<file path="config.mk">
export PLATFORM = sky130hd
export DESIGN_NAME = pfsb_ctrl
export DESIGN_NICKNAME = d
export VERILOG_FILES = /design/src/hw/rtl/pfsb_pkg.sv /design/src/hw/rtl/pfsb_ctrl.sv
export SDC_FILE = /design/constraint.sdc
export NUM_CORES = 1
export LEC_CHECK = 0
export ABC_AREA = 1
export CORE_AREA = 8 8 45 47
export CTS_BUF_LIST = sky130_fd_sc_hd__clkbuf_2
export DETAILED_ROUTE_END_ITERATION = 16
export DIE_AREA = 0 0 53 55
export DONT_BUFFER_PORTS = 1
export GPL_ROUTABILITY_DRIVEN = 0
export PLACE_DENSITY_LB_ADDON = 0.05
export SYNTH_ARGS = -nofsm -noshare
export SYNTH_HDL_FRONTEND = slang
export SYNTH_SLANG_ARGS = --single-unit
</file>
<file path="constraint.sdc">
create_clock -name i_clk -period 1.32 [get_ports i_clk]
set_input_delay 0 -clock i_clk [delete_from_list [all_inputs] [get_ports i_clk]]
set_output_delay 0 -clock i_clk [all_outputs]
set_load 0.01 [all_outputs]
</file>
<file path="src/hw/rtl/pfsb_pkg.sv">
// ----------------------------------------------------------------------------
// pfsb_pkg
// Shared constants, codes and controller/datapath types for the page-mode
// frame store blitter.
// ----------------------------------------------------------------------------
package pfsb_pkg;

    localparam int SCREEN_WIDTH  = 128;
    localparam int SCREEN_HEIGHT = 64;
    localparam int SPRITE_SIZE   = 24;

    localparam int PAGES       = (SCREEN_HEIGHT + 7) / 8;
    localparam int STORE_BYTES = SCREEN_WIDTH * PAGES;
    localparam int ADDR_W      = $clog2(STORE_BYTES);
    localparam int COL_W       = $clog2(SCREEN_WIDTH);
    localparam int PG_W        = (PAGES > 1) ? $clog2(PAGES) : 1;
    localparam int ROW_W       = PG_W + 3;
    localparam int CRD_W       = 11;
    localparam int ROW_BITS_W  = 24;

    typedef enum logic [2:0] {
        ACT_CLEAR  = 3'd0,
        ACT_PIXEL  = 3'd1,
        ACT_RECT   = 3'd2,
        ACT_SPRITE = 3'd3,
        ACT_READ   = 3'd4
    } t_action;

    typedef enum logic [1:0] {
        BLIT_NORMAL = 2'd0,
        BLIT_ROT_CW = 2'd1,
        BLIT_SCALED = 2'd2
    } t_blit_mode;

    typedef enum logic [2:0] {
        ST_SWEEP,
        ST_IDLE,
        ST_SETUP,
        ST_WALK,
        ST_READ
    } t_state;

    typedef struct packed {
        logic load;
        logic setup;
        logic walk;
        logic sweep;
        logic rd;
    } t_dp_cmd;

    typedef struct packed {
        logic empty;
        logic last;
        logic sweep_last;
        logic rd_ok;
    } t_dp_status;

endpackage

</file>
<file path="src/hw/rtl/pfsb_ctrl.sv">
// ----------------------------------------------------------------------------
// pfsb_ctrl
// Controller: takes input beats, sequences setup, byte walk, clearing sweep
// and store reads through the datapath.
// ----------------------------------------------------------------------------
module pfsb_ctrl import pfsb_pkg::*; (
    input  logic       i_clk,
    input  logic       i_rst_n,
    input  logic       i_valid,
    input  logic [2:0] i_action,
    output logic       o_stall,
    output t_dp_cmd    o_cmd,
    input  t_dp_status i_status
);

    t_state r_state, n_state;

    always_ff @(posedge i_clk) begin
        if (!i_rst_n) begin
            r_state <= ST_SWEEP;
        end else begin
            r_state <= n_state;
        end
    end

    always_comb begin
        n_state = r_state;
        o_cmd   = '0;
        o_stall = 1'b1;
        unique case (r_state)
            ST_SWEEP: begin
                o_cmd.sweep = 1'b1;
                if (i_status.sweep_last) begin
                    n_state = ST_IDLE;
                end
            end
            ST_IDLE: begin
                o_stall = 1'b0;
                if (i_valid) begin
                    o_cmd.load = 1'b1;
                    unique case (i_action) inside
                        ACT_CLEAR:                        n_state = ST_SWEEP;
                        ACT_PIXEL, ACT_RECT, ACT_SPRITE:  n_state = ST_SETUP;
                        ACT_READ:                         n_state = ST_READ;
                        default:                          n_state = ST_IDLE;
                    endcase
                end
            end
            ST_SETUP: begin
                o_cmd.setup = 1'b1;
                n_state     = ST_WALK;
            end
            ST_WALK: begin
                if (i_status.empty) begin
                    n_state = ST_IDLE;
                end else begin
                    o_cmd.walk = 1'b1;
                    if (i_status.last) begin
                        n_state = ST_IDLE;
                    end
                end
            end
            ST_READ: begin
                // hold until the result register can take the byte
                if (i_status.rd_ok) begin
                    o_cmd.rd = 1'b1;
                    n_state  = ST_IDLE;
                end
            end
            default: begin
                n_state = ST_IDLE;
            end
        endcase
    end

endmodule

</file>
Yosys cells after proc, flatten, opt, wreduce, memory -nomap -nowiden:

Cells that the tools add are included.

* bits in registers: 3
* input port bits: 10
* output and inout port bits: 6

* equality and inequality tests: 12
* multiplexer cells: 16
* reduce and logical (&&, ||, !) cells: 4

Operators with widths (number)
* $mux 3: 5
* $pmux 3 s5: 1
* $eq 3x2->1 const B: 4
* $mux 1: 9
* $pmux 3 s3: 1
* $eq 3x1->1 const B: 2
* $eq 3x3->1 const B: 2
* $logic_not 3->1: 2
* $ne 2x2->1 const B: 3
* $reduce_and 4->1: 1
* $ne 3x3->1 const B: 1
* $reduce_or 3->1: 1

Logic depth before layout (Yosys ltp):

Gate-level depths: netlist (run 1).

* word-level depth: 5
* mapped depth: 8
* gate-level depth less buffers: 8

Worst setup path before layout (run 1):

OpenSTA, ideal clock, no wires.

* path kind: reg-to-reg
* start point: reg r_state[2]
* end point: reg r_state[0]
* setup time: 0.114 ns
* arrival: 0.995 ns
* required time: 1.206 ns
* path slack: 0.211 ns
* cell stages (with the launch flop): 8
* buffers on the path: 1
* clock period less this slack: 1.109 ns
* cells stage by stage: dfxtp_1 > buf_2 > nor3_2 > inv_1 > nor2_1 > nand2_1 > nand2_1 > nor2_2

* cells in the longest elaborated chain, start to end: 3
* elaborated cells on any way between the ends: 11
* classes of those cells: 8 x eq/ne; 1 x mux; 2 x reduce/logical

Ends and longest elaborated chain
* start, declared: line pfsb_ctrl.sv:16 `t_state r_state, n_state;`
* start signal, assigned: line pfsb_ctrl.sv:22 `r_state <= n_state;`
* $eq 3x2->1 (tied with other cells): line pfsb_ctrl.sv:30 `unique case (r_state)`
* $ne 3x3->1 (no source line) or $ne 2x2->1 (tied branches)
* $reduce_and 4->1 (no source line)

Several ways; a longest one is shown, not always the timed one.
A chain may end at the register's enable or synchronous reset.

==> flow_results.xml, run 1 <==
<?xml version="1.0" encoding="UTF-8"?>
<metrics>
  <group name="cts">
    <metric name="numCtsBuffers" unit="">3</metric>
    <metric name="cts.root.buffer_cell" unit="">clkbuf_2</metric>
    <metric name="worst_skew_pair.late_latency" unit="ps">200</metric>
    <metric name="cts_tree" unit="">done</metric>
    <metric name="clock_tree.buffer_depth" unit="">2</metric>
    <metric name="clock_sinks" unit="">3</metric>
    <metric name="cts.htree.levels" unit="">1</metric>
    <metric name="path_clk_slew" unit="ps">40</metric>
    <metric name="post-cts-setup-buffer-count" unit="">0</metric>
  </group>
  <group name="yosys">
    <metric name="ys.warnings.count" unit="">0</metric>
    <metric name="post_synth_main_area_contributors" unit="">dfxtp_1 (22%), nor2_1 (16%), nand2_1 (11%), inv_1 (9.6%), nor2_2 (6.8%)</metric>
    <metric name="synth_most_common_cell" unit="">nor2_1</metric>
    <metric name="synth_top_area_cell" unit="">dfxtp_1</metric>
    <metric name="synth.top_cells.by_count" unit="">nor2_1 (12), nand2_1 (8), inv_1 (7)</metric>
    <metric name="synth-seq-cells" unit="">3</metric>
    <metric name="post_synth_num_cell_types" unit="">15</metric>
    <metric name="dominantRegCellSynth" unit="">dfxtp_1</metric>
    <metric name="syn_avg_cell_area" unit="um^2">5.71</metric>
    <metric name="synth_seq_area_share" unit="%">21.9</metric>
    <metric name="post_synth_edffs" unit="">0</metric>
    <metric name="number_of_cells_produced_by_synthesis" unit="">48</metric>
    <metric name="mappedNetlistNets" unit="">58</metric>
    <metric name="synth.top_cell.area_share" unit="%">21.9</metric>
    <metric name="async_reset_ff_share" unit="%">0</metric>
    <metric name="syn_area" unit="um^2">274</metric>
  </group>
  <group name="sta">
    <metric name="timing.slew.headroom" unit="%">73.9</metric>
    <metric name="grt_setup_unrepaired" unit="">no</metric>
    <metric name="final.setup.tns" unit="ps">0</metric>
    <metric name="finalClockSkew" unit="ps">2.48</metric>
    <metric name="final_period_minus_worst_setup_slack" unit="ps">1210</metric>
    <metric name="tightestPinTransition" unit="ps">389</metric>
    <metric name="fmax" unit="MHz">827</metric>
    <metric name="final-max-slew-violation-count" unit="">0</metric>
    <metric name="final_period_util" unit="%">91.6</metric>
    <metric name="hold-worst-slack" unit="ps">47.0</metric>
    <metric name="finalHoldViolations" unit="">0</metric>
    <metric name="final-setup-viol-count" unit="">0</metric>
  </group>
  <group name="hold_path">
    <metric name="worst_hold_path.num_cells" unit="">4</metric>
    <metric name="min-delay-path-class" unit="">input pin to flop</metric>
    <metric name="worstHoldStart" unit="">i_action[2]</metric>
    <metric name="hold_end" unit="">r_state[2]$_SDFFE_PN0P_</metric>
  </group>
  <group name="die">
    <metric name="placeableCoreArea" unit="um^2">1380</metric>
    <metric name="boundaryPins" unit="">16</metric>
    <metric name="chipWidth" unit="um">53</metric>
    <metric name="die_area" unit="um^2">2920</metric>
    <metric name="dieHeight" unit="um">55</metric>
    <metric name="initial_core_util" unit="%">19.8</metric>
    <metric name="std_cell_rows" unit="">14</metric>
  </group>
  <group name="setup_path">
    <metric name="worst-r2r-setup-slack" unit="ps">110</metric>
    <metric name="regToRegStartpoint" unit="">r_state[1]$_SDFFE_PN0P_</metric>
    <metric name="timing.reg2reg.worst_path_depth" unit="">7</metric>
    <metric name="cp-start-kind" unit="">flop</metric>
    <metric name="max_stage_delay" unit="ps">370</metric>
    <metric name="critPathTopFamily" unit="">flip-flops</metric>
    <metric name="cp_num_buf_inv" unit="">3</metric>
    <metric name="cp.required" unit="ps">1320</metric>
    <metric name="cp_slowest_cell" unit="">dfxtp_4</metric>
    <metric name="path_cells" unit="">inv_1, nor3_4, inv_1, buf_4, nor2_2</metric>
    <metric name="cpMostUsedCell" unit="">inv_1</metric>
    <metric name="critical_path_arrival" unit="ps">1210</metric>
    <metric name="critPathKind" unit="">flop to primary output</metric>
    <metric name="critical_path_endpoint_category" unit="">primary output</metric>
    <metric name="reg2reg_to" unit="">r_state[1]$_SDFFE_PN0P_</metric>
    <metric name="timing.critical_path.fanout_max" unit="">7</metric>
  </group>
  <group name="placement">
    <metric name="port_buffers" unit="">0</metric>
    <metric name="dpl-instance-area" unit="um^2">312</metric>
    <metric name="detailedPlacementHpwl" unit="um">584</metric>
  </group>
  <group name="job">
    <metric name="cap_violations" unit="">0</metric>
  </group>
  <group name="cells_and_area">
    <metric name="finish.net_count" unit="">66</metric>
    <metric name="ff_latch_area" unit="um^2">65.1</metric>
    <metric name="largest_register_ffs" unit="">3</metric>
    <metric name="drive_gt1_share" unit="%">34.5</metric>
    <metric name="syn_to_final_growth" unit="%">29.7</metric>
    <metric name="top_regs" unit="">r_state x3</metric>
    <metric name="fin_area" unit="um^2">355</metric>
    <metric name="num_antenna_cells" unit="">0</metric>
    <metric name="multiInputGateArea" unit="um^2">188</metric>
    <metric name="max_flop_register" unit="">r_state</metric>
    <metric name="nFillCells" unit="">170</metric>
  </group>
  <group name="run_status">
    <metric name="status" unit="">finished, final reports clean</metric>
  </group>
  <group name="grt">
    <metric name="via_count_of_the_first_global_routing_pass" unit="">281</metric>
    <metric name="grt_pass1_wl" unit="um">1040</metric>
    <metric name="globalRoute.totalOverflow" unit="">0</metric>
    <metric name="antenna_found_initial" unit="">0</metric>
    <metric name="global_route.usage.total" unit="%">4.64</metric>
    <metric name="largest_net_degree_at_the_start_of_global_routing" unit="">10</metric>
  </group>
  <group name="detailed_routing">
    <metric name="antenna_violating_nets_post_route" unit="">0</metric>
    <metric name="post_drt_wl_per_cell" unit="um">9.90</metric>
    <metric name="detail_route.wirelength" unit="um">703</metric>
    <metric name="vias_per_cell" unit="">4.08</metric>
    <metric name="residual_drc" unit="">0</metric>
    <metric name="detail_route.iter0.violations" unit="">2</metric>
    <metric name="firstDrtPassIters" unit="">4</metric>
    <metric name="vias" unit="">290</metric>
  </group>
  <group name="power">
    <metric name="post-layout-total-power" unit="mW">0.873</metric>
    <metric name="cellLeakagePower" unit="nW">0.176</metric>
    <metric name="power_per_cell_area" unit="nW/um^2">2460</metric>
    <metric name="irDropWorstVdd" unit="uV">416</metric>
  </group>
</metrics>
==> metrics by stage <==
stage                     setup WS [ps]  cells  util, %
final                               111     71     25.7
after global routing               3.51     71     25.7
after detailed placement            113     66     22.5
after floorplan                     211     48        -
after global placement             95.7     66     22.5
after CTS                          23.4     71     24.8
==> area by class of cell <==
class                   count  area share, %
multi-input cells          36           52.8
flip-flops and latches      3           18.3
repair buffers              4           9.15
inverters                   8           8.45
clock buffers               4           5.63
well taps                  16           5.63
==> cell usage in the layout, fill, tap and decap left out, drive strengths merged <==
| cell | n |
|---|---|
| a21oi | 1 |
| buf | 3 |
| clkbuf | 4 |
| dfxtp | 3 |
| dlygate4sd3 | 1 |
| inv | 8 |
| nand2 | 10 |
| nand3 | 4 |
| nor2 | 16 |
| nor3 | 4 |
| nor4 | 1 |
==> how the worst max path moves through the flow <==
| stage | from | to | cells past startpoint | slack, ps |
|---|---|---|---|---|
| after floorplan | r_state[2]$_SDFFE_PN0P_ | r_state[0]$_SDFFE_PN0P_ | 7 | 210 |
| after global placement | r_state[2]$_SDFFE_PN0P_ | r_state[0]$_SDFFE_PN0P_ | 7 | 100 |
| after detailed placement | r_state[2]$_SDFFE_PN0P_ | r_state[1]$_SDFFE_PN0P_ | 7 | 110 |
| after CTS | r_state[2]$_SDFFE_PN0P_ | o_cmd[4] | 4 | 20 |
| after global routing | r_state[1]$_SDFFE_PN0P_ | r_state[1]$_SDFFE_PN0P_ | 7 | 4 |
| final | r_state[0]$_SDFFE_PN0P_ | o_cmd[4] | 5 | 110 |
==> per-layer routing <==
layer	GRT usage, %	up-vias	share of wire (%)
li1	-	162	-
met1	4.55	118	43
met2	7.62	10	46
met3	1.87	0	11
met4	3.88	0	0
met5	0	-	0
==> kinds of logic (layout without fill, tap and decap cells) <==
logic type | Yosys count | after routing | share of synthesized area, %
AO/OA/AOI/OAI | 1 | 1 | 1.82
buffers and inverters | 9 | 16 | 12.8
flip-flops | 3 | 3 | 21.9
AND/OR/NAND/NOR | 35 | 35 | 63.5
==> tightest hold or removal path, cell delays in order <==
cell and delay (ps):
nand3_1 60, nand2_1 50, nand2_1 70, nor2_2 30
==> report_power, final <==
| part | total (mW) | switching, mW | internal, mW |
|---|---|---|---|
| Combinational | 0.499 | 0.299 | 0.200 |
| Clock | 0.125 | 0.0449 | 0.0800 |
| Sequential | 0.249 | 0.103 | 0.147 |
| Total | 0.873 | 0.446 | 0.427 |
==> what timing repair did <==
action                     CTS  global route
setup endpoints to repair    1             1
gates resized for setup      1             4
hold endpoints to repair     3             0
hold buffers                 1             0
pin swaps                    0             1
No activity file was read; power rests on OpenSTA's default activity.
==> run 2: changes to the inputs <==
--- a/config.mk
+++ b/config.mk
@@ -5,7 +5,6 @@
 export SDC_FILE = /design/constraint.sdc
 export NUM_CORES = 1
 export LEC_CHECK = 0
-export ABC_AREA = 1
 export CORE_AREA = 8 8 45 47
 export CTS_BUF_LIST = sky130_fd_sc_hd__clkbuf_2
 export DETAILED_ROUTE_END_ITERATION = 16
==> run 2 against run 1 <==
Effect of this change: hold slack worse by 8.1 ps; fmax decreased by 1.4%; critical path depth is 3 lower; global-route usage increased by 1.6 points; highest routed layer unchanged; clock power up 3%.
==> flow_results.xml, run 2 <==
<?xml version="1.0" encoding="UTF-8"?>
<metrics>
  <group name="die">
    <metric name="std_cell_rows" unit="">14</metric>
    <metric name="chipWidth" unit="um">53</metric>
    <metric name="boundaryPins" unit="">16</metric>
    <metric name="initial_core_util" unit="%">14.9</metric>
    <metric name="die_area" unit="um^2">2920</metric>
    <metric name="dieHeight" unit="um">55</metric>
    <metric name="placeableCoreArea" unit="um^2">1380</metric>
  </group>
  <group name="detailed_routing">
    <metric name="residual_drc" unit="">0</metric>
    <metric name="firstDrtPassIters" unit="">2</metric>
    <metric name="vias" unit="">212</metric>
    <metric name="detail_route.iter0.violations" unit="">5</metric>
    <metric name="antenna_violating_nets_post_route" unit="">0</metric>
    <metric name="detail_route.wirelength" unit="um">694</metric>
    <metric name="post_drt_wl_per_cell" unit="um">14.5</metric>
    <metric name="vias_per_cell" unit="">4.42</metric>
  </group>
  <group name="cts">
    <metric name="post-cts-setup-buffer-count" unit="">0</metric>
    <metric name="path_clk_slew" unit="ps">40</metric>
    <metric name="clock_sinks" unit="">3</metric>
    <metric name="cts_tree" unit="">done</metric>
    <metric name="cts.htree.levels" unit="">1</metric>
    <metric name="numCtsBuffers" unit="">3</metric>
    <metric name="worst_skew_pair.late_latency" unit="ps">200</metric>
    <metric name="holdBufCountCts" unit="">2</metric>
    <metric name="clock_tree.buffer_depth" unit="">2</metric>
    <metric name="cts.root.buffer_cell" unit="">clkbuf_2</metric>
    <metric name="cts.repair.resized" unit="">0</metric>
  </group>
  <group name="hold_path">
    <metric name="worst_hold_path.num_cells" unit="">3</metric>
    <metric name="min-delay-path-class" unit="">input pin to flop</metric>
    <metric name="worstHoldStart" unit="">i_valid</metric>
  </group>
  <group name="setup_path">
    <metric name="critical_path_arrival" unit="ps">1230</metric>
    <metric name="timing.reg2reg.worst_path_depth" unit="">2</metric>
    <metric name="cp-start-kind" unit="">flop</metric>
    <metric name="regToRegStartpoint" unit="">r_state[1]$_SDFFE_PN0P_</metric>
    <metric name="timing.critical_path.fanout_max" unit="">6</metric>
    <metric name="critical_path_endpoint_category" unit="">primary output</metric>
    <metric name="worst-r2r-setup-slack" unit="ps">150</metric>
    <metric name="cp.required" unit="ps">1320</metric>
    <metric name="critPathKind" unit="">flop to primary output</metric>
    <metric name="worst_setup_path_startpoint" unit="">r_state[0]$_SDFFE_PN0P_</metric>
  </group>
  <group name="sta">
    <metric name="final_period_minus_worst_setup_slack" unit="ps">1230</metric>
    <metric name="tightestPinTransition" unit="ps">396</metric>
    <metric name="timing.slew.headroom" unit="%">73.4</metric>
    <metric name="grt_setup_unrepaired" unit="">no</metric>
    <metric name="final-setup-viol-count" unit="">0</metric>
    <metric name="finalHoldViolations" unit="">0</metric>
    <metric name="final-max-slew-violation-count" unit="">0</metric>
    <metric name="hold-worst-slack" unit="ps">38.9</metric>
    <metric name="final_period_util" unit="%">92.8</metric>
    <metric name="final.setup.tns" unit="ps">0</metric>
    <metric name="fmax" unit="MHz">816</metric>
    <metric name="finalClockSkew" unit="ps">3.07</metric>
  </group>
  <group name="run_status">
    <metric name="status" unit="">finished, final reports clean</metric>
  </group>
  <group name="cells_and_area">
    <metric name="final-instance-count-excl-fill" unit="">48</metric>
    <metric name="max_flop_register" unit="">r_state</metric>
    <metric name="layout.cells.most_common_list" unit="">clkbuf_2 (4), nor2_1 (3), buf_4 (3), dfxtp_1 (3)</metric>
    <metric name="drive_gt1_share" unit="%">31.3</metric>
    <metric name="top_regs" unit="">r_state x3</metric>
    <metric name="final_common_cell" unit="">clkbuf_2</metric>
    <metric name="syn_to_final_growth" unit="%">35.2</metric>
    <metric name="num_antenna_cells" unit="">0</metric>
    <metric name="largest_register_ffs" unit="">3</metric>
    <metric name="finish.net_count" unit="">43</metric>
    <metric name="utilization" unit="%">20.2</metric>
  </group>
  <group name="yosys">
    <metric name="post_synth_edffs" unit="">0</metric>
    <metric name="mappedNetlistNets" unit="">35</metric>
    <metric name="synth.top_cell.area_share" unit="%">29.1</metric>
    <metric name="synth.top_cells.by_count" unit="">dfxtp_1 (3), nor2_1 (3), buf_2 (2), nand2_1 (2), o21ai_0 (2)</metric>
    <metric name="synth-seq-cells" unit="">3</metric>
    <metric name="syn_area" unit="um^2">206</metric>
    <metric name="synth_top_area_cell" unit="">dfxtp_1</metric>
    <metric name="number_of_cells_produced_by_synthesis" unit="">25</metric>
    <metric name="syn_avg_cell_area" unit="um^2">8.26</metric>
    <metric name="ys.warnings.count" unit="">0</metric>
    <metric name="dominantRegCellSynth" unit="">dfxtp_1</metric>
    <metric name="async_reset_ff_share" unit="%">0</metric>
    <metric name="post_synth_num_cell_types" unit="">18</metric>
    <metric name="post_synth_main_area_contributors" unit="">dfxtp_1 (29%), a211oi_2 (6.1%), and4bb_2 (6.1%), nor2_1 (5.5%), buf_2 (4.8%)</metric>
    <metric name="synth_seq_area_share" unit="%">29.1</metric>
  </group>
  <group name="grt">
    <metric name="largest_net_degree_at_the_start_of_global_routing" unit="">10</metric>
    <metric name="global_route.usage.total" unit="%">6.27</metric>
    <metric name="via_count_of_the_first_global_routing_pass" unit="">280</metric>
    <metric name="antenna_found_initial" unit="">0</metric>
    <metric name="grt_pass1_wl" unit="um">1260</metric>
    <metric name="globalRoute.totalOverflow" unit="">0</metric>
  </group>
  <group name="placement">
    <metric name="placed_cells_incl_taps" unit="">42</metric>
    <metric name="port_buffers" unit="">0</metric>
  </group>
  <group name="power">
    <metric name="switchingPower" unit="mW">0.0778</metric>
    <metric name="irDropWorstVdd" unit="uV">218</metric>
    <metric name="power.share.switching" unit="%">28.3</metric>
    <metric name="part_of_the_total_power_dissipated_in_the_clock_network" unit="%">46.7</metric>
    <metric name="p_int" unit="mW">0.197</metric>
    <metric name="seq_power_share" unit="%">36.5</metric>
    <metric name="post-layout-total-power" unit="mW">0.275</metric>
    <metric name="cellLeakagePower" unit="nW">0.106</metric>
    <metric name="power_per_cell_area" unit="nW/um^2">986</metric>
    <metric name="combinational_share_of_power" unit="%">16.7</metric>
  </group>
  <group name="job">
    <metric name="cap_violations" unit="">0</metric>
  </group>
</metrics>
## run 2: worst paths after layout
check	to
min reg2reg	r_state[1]$_SDFFE_PN0P_
max	o_stall
max reg2reg	r_state[1]$_SDFFE_PN0P_
min	r_state[1]$_SDFFE_PN0P_
## run 2: worst max-delay path, stage by stage, from the launching register on
cell	delay [ps]
dfxtp_1	370
buf_4	150
or3b_2	490
## run 2: cells by family after synthesis
logic type | count (synthesis) | share of synthesized area, %
flip-flops | 3 | 29.1
buffers and inverters | 3 | 6.67
multiplexers | 1 | 4.85
AND/OR/NAND/NOR | 13 | 41.2
AO/OA/AOI/OAI | 5 | 18.2
## run 2: cell type report
cell class                 instances  area (um^2)
multi-input combinational         19          133
sequential                         3         60.1
clock buffer                       4         20.0
tap                               16         20.0
timing repair buffer               5         42.5
inverter                           1         3.75
fill                             157         1100
## run 2: stage by stage
| step | instance area [um^2] | setup slack (ps) |
|---|---|---|
| finish | 279 | 94.6 |
| global route | 279 | 15.8 |
| CTS | 279 | 73.3 |
| detailed placement | 239 | 155 |
| global placement | 239 | 181 |
| floorplan | 206 | 200 |
## run 2: power by group through the flow
stage | combinational, mW | sequential [mW] | clock [mW]
floorplan | 0.0344 | 0.0986 | 0
global placement | 0.0416 | 0.102 | 0
detailed placement | 0.0417 | 0.102 | 0
CTS | 0.0468 | 0.100 | 0.139
global route | 0.0510 | 0.101 | 0.152
finish | 0.0460 | 0.101 | 0.129
## run 2: layer usage
metal,share of wire (%),track usage [%],vias up
li1,-,-,108
met1,38,5.30,96
met2,54,10.2,8
met3,7.5,2.67,0
met4,0,7.76,0
met5,0,0,-
==> run 3: changes to the inputs <==
==> constraint.sdc (replaced) <==
create_clock -name i_clk -period 1.4 [get_ports i_clk]
set_input_delay 0 -clock i_clk [delete_from_list [all_inputs] [get_ports i_clk]]
set_output_delay 0 -clock i_clk [all_outputs]
set_load 0.01 [all_outputs]
==> run 3 against run 2 <==
Effect of this change: count of clock-buffer cells in the layout did not move; sequential share of layout area did not move; highest routed layer is now met4; clock power barely moved.
==> flow_results.xml, run 3 (synthesized netlist as in run 2, its figures left out) <==
<?xml version="1.0" encoding="UTF-8"?>
<metrics>
  <group name="run_status">
    <metric name="status" unit="">finished, final reports clean</metric>
  </group>
  <group name="setup_path">
    <metric name="path_cells" unit="">buf_4, or3b_2</metric>
    <metric name="timing.critical_path.fanout_max" unit="">5</metric>
    <metric name="max_stage_delay" unit="ps">510</metric>
    <metric name="cp_num_buf_inv" unit="">1</metric>
    <metric name="cp-start-kind" unit="">flop</metric>
    <metric name="critPathKind" unit="">flop to primary output</metric>
    <metric name="cp.required" unit="ps">1400</metric>
    <metric name="critical_path_endpoint_category" unit="">primary output</metric>
    <metric name="critPathTopFamily" unit="">simple AND/OR/NAND/NOR gates</metric>
    <metric name="cp_slowest_cell" unit="">or3b_2</metric>
    <metric name="critical_path_arrival" unit="ps">1240</metric>
  </group>
  <group name="grt">
    <metric name="grt_pass1_wl" unit="um">1080</metric>
    <metric name="gr-usage-met1" unit="%">4.54</metric>
    <metric name="gr-usage-met2" unit="%">8.59</metric>
    <metric name="global_route.usage.total" unit="%">5.78</metric>
    <metric name="grt_most_used_layer" unit="">met4</metric>
    <metric name="via_count_of_the_first_global_routing_pass" unit="">222</metric>
    <metric name="antenna_found_initial" unit="">0</metric>
    <metric name="globalRoute.totalOverflow" unit="">0</metric>
    <metric name="grtUsageMet3" unit="%">2.94</metric>
    <metric name="largest_net_degree_at_the_start_of_global_routing" unit="">10</metric>
  </group>
  <group name="placement">
    <metric name="port_buffers" unit="">0</metric>
    <metric name="dp_worst_setup_slack" unit="ps">238</metric>
    <metric name="dpl-instance-area" unit="um^2">239</metric>
  </group>
  <group name="cts">
    <metric name="clock_tree.buffer_depth" unit="">2</metric>
    <metric name="numCtsBuffers" unit="">3</metric>
    <metric name="path_clk_slew" unit="ps">60</metric>
    <metric name="worst_skew_pair.late_latency" unit="ps">230</metric>
    <metric name="cts.root.buffer_cell" unit="">clkbuf_2</metric>
    <metric name="cts_tree" unit="">done</metric>
    <metric name="cts.htree.levels" unit="">1</metric>
    <metric name="post-cts-setup-buffer-count" unit="">0</metric>
    <metric name="clock_sinks" unit="">3</metric>
  </group>
  <group name="detailed_routing">
    <metric name="detail_route.wirelength" unit="um">706</metric>
    <metric name="residual_drc" unit="">0</metric>
    <metric name="post_drt_wl_per_cell" unit="um">14.7</metric>
    <metric name="antenna_violating_nets_post_route" unit="">0</metric>
    <metric name="vias" unit="">237</metric>
    <metric name="detail_route.iter0.violations" unit="">15</metric>
    <metric name="firstDrtPassIters" unit="">4</metric>
    <metric name="vias_per_cell" unit="">4.94</metric>
  </group>
  <group name="power">
    <metric name="part_of_the_total_power_dissipated_in_the_clock_network" unit="%">48.8</metric>
    <metric name="irDropWorstVdd" unit="uV">295</metric>
    <metric name="power_per_cell_area" unit="nW/um^2">968</metric>
    <metric name="combinational_share_of_power" unit="%">16.4</metric>
    <metric name="cellLeakagePower" unit="nW">0.106</metric>
    <metric name="p_int" unit="mW">0.186</metric>
    <metric name="power.share.switching" unit="%">31.2</metric>
    <metric name="seq_power_share" unit="%">34.8</metric>
    <metric name="switchingPower" unit="mW">0.0843</metric>
  </group>
  <group name="cells_and_area">
    <metric name="syn_to_final_growth" unit="%">35.2</metric>
    <metric name="top_regs" unit="">r_state x3</metric>
    <metric name="fin_area" unit="um^2">279</metric>
    <metric name="finish.net_count" unit="">43</metric>
    <metric name="drive_gt1_share" unit="%">31.3</metric>
    <metric name="final_common_cell" unit="">clkbuf_2</metric>
    <metric name="layout.cells.most_common_list" unit="">clkbuf_2 (4), nor2_1 (3), buf_4 (3), dfxtp_1 (3)</metric>
    <metric name="largest_register_ffs" unit="">3</metric>
    <metric name="max_flop_register" unit="">r_state</metric>
    <metric name="num_antenna_cells" unit="">0</metric>
  </group>
  <group name="sta">
    <metric name="worst_slack" unit="ps">156</metric>
    <metric name="timing.slew.headroom" unit="%">70.3</metric>
    <metric name="finalHoldViolations" unit="">0</metric>
    <metric name="final_period_util" unit="%">88.9</metric>
    <metric name="final_period_minus_worst_setup_slack" unit="ps">1240</metric>
    <metric name="finalClockSkew" unit="ps">13.4</metric>
    <metric name="final-setup-viol-count" unit="">0</metric>
    <metric name="fmax" unit="MHz">804</metric>
    <metric name="tightestPinTransition" unit="ps">444</metric>
    <metric name="final-max-slew-violation-count" unit="">0</metric>
    <metric name="grt_setup_unrepaired" unit="">no</metric>
    <metric name="hold-worst-slack" unit="ps">9.63</metric>
    <metric name="final.setup.tns" unit="ps">0</metric>
  </group>
  <group name="die">
    <metric name="placeableCoreArea" unit="um^2">1380</metric>
    <metric name="dieHeight" unit="um">55</metric>
    <metric name="boundaryPins" unit="">16</metric>
    <metric name="initial_core_util" unit="%">14.9</metric>
    <metric name="chipWidth" unit="um">53</metric>
    <metric name="die_area" unit="um^2">2920</metric>
    <metric name="std_cell_rows" unit="">14</metric>
  </group>
  <group name="hold_path">
    <metric name="min-delay-path-class" unit="">input pin to flop</metric>
  </group>
  <group name="job">
    <metric name="cap_violations" unit="">0</metric>
  </group>
</metrics>
## run 3: timing repair
action / 4_1_cts / 5_1_grt
hold buffers: 2 / 0
gates resized for setup: 0 / 0
hold endpoints to repair: 3 / 0
## run 3: final timing paths
check	startpoint	end	slack [ps]	cells past startpoint
max	r_state[2]$_SDFFE_PN0P_	o_stall	160	2
min	i_status[2]	r_state[1]$_SDFFE_PN0P_	10	3
max reg2reg	r_state[1]$_SDFFE_PN0P_	r_state[1]$_SDFFE_PN0P_	230	2
min reg2reg	r_state[1]$_SDFFE_PN0P_	r_state[1]$_SDFFE_PN0P_	570	2
## run 3: cell type report
class                      instances  area [um^2]
clock buffer                       4         20.0
fill                             158         1100
inverter                           1         3.75
multi-input combinational         19          133
sequential                         3         60.1
tap                               16         20.0
timing repair buffer               5         42.5
## run 3: worst reg2reg max path: stages, from the launching register on
cell and delay [ps]:
dfxtp_1 370, or4_1 560, a211oi_2 180
## run 3: power groups by stage
stage                     logic (mW)  registers [mW]  clock network [mW]
after floorplan               0.0324          0.0930                   0
after global placement        0.0395          0.0957                   0
after detailed placement      0.0396          0.0956                   0
after CTS                     0.0448          0.0938               0.137
after global routing          0.0486          0.0944               0.144
final                         0.0443          0.0941               0.132
## run 3: stage by stage
step           std cells  utilization [%]  power, mW
2_1_floorplan         25                -      0.125
3_3_place_gp          42             17.3      0.135
3_5_place_dp          42             17.3      0.135
4_1_cts               48             20.2      0.276
5_1_grt               48             20.2      0.287
6_report              48             20.2      0.270
## run 3: layer usage
metal  wire [um]  vias to the layer above
li1            -                      108
met5           0                        -
met3          79                        5
met2         353                       15
met1         223                      109
met4          49                        0
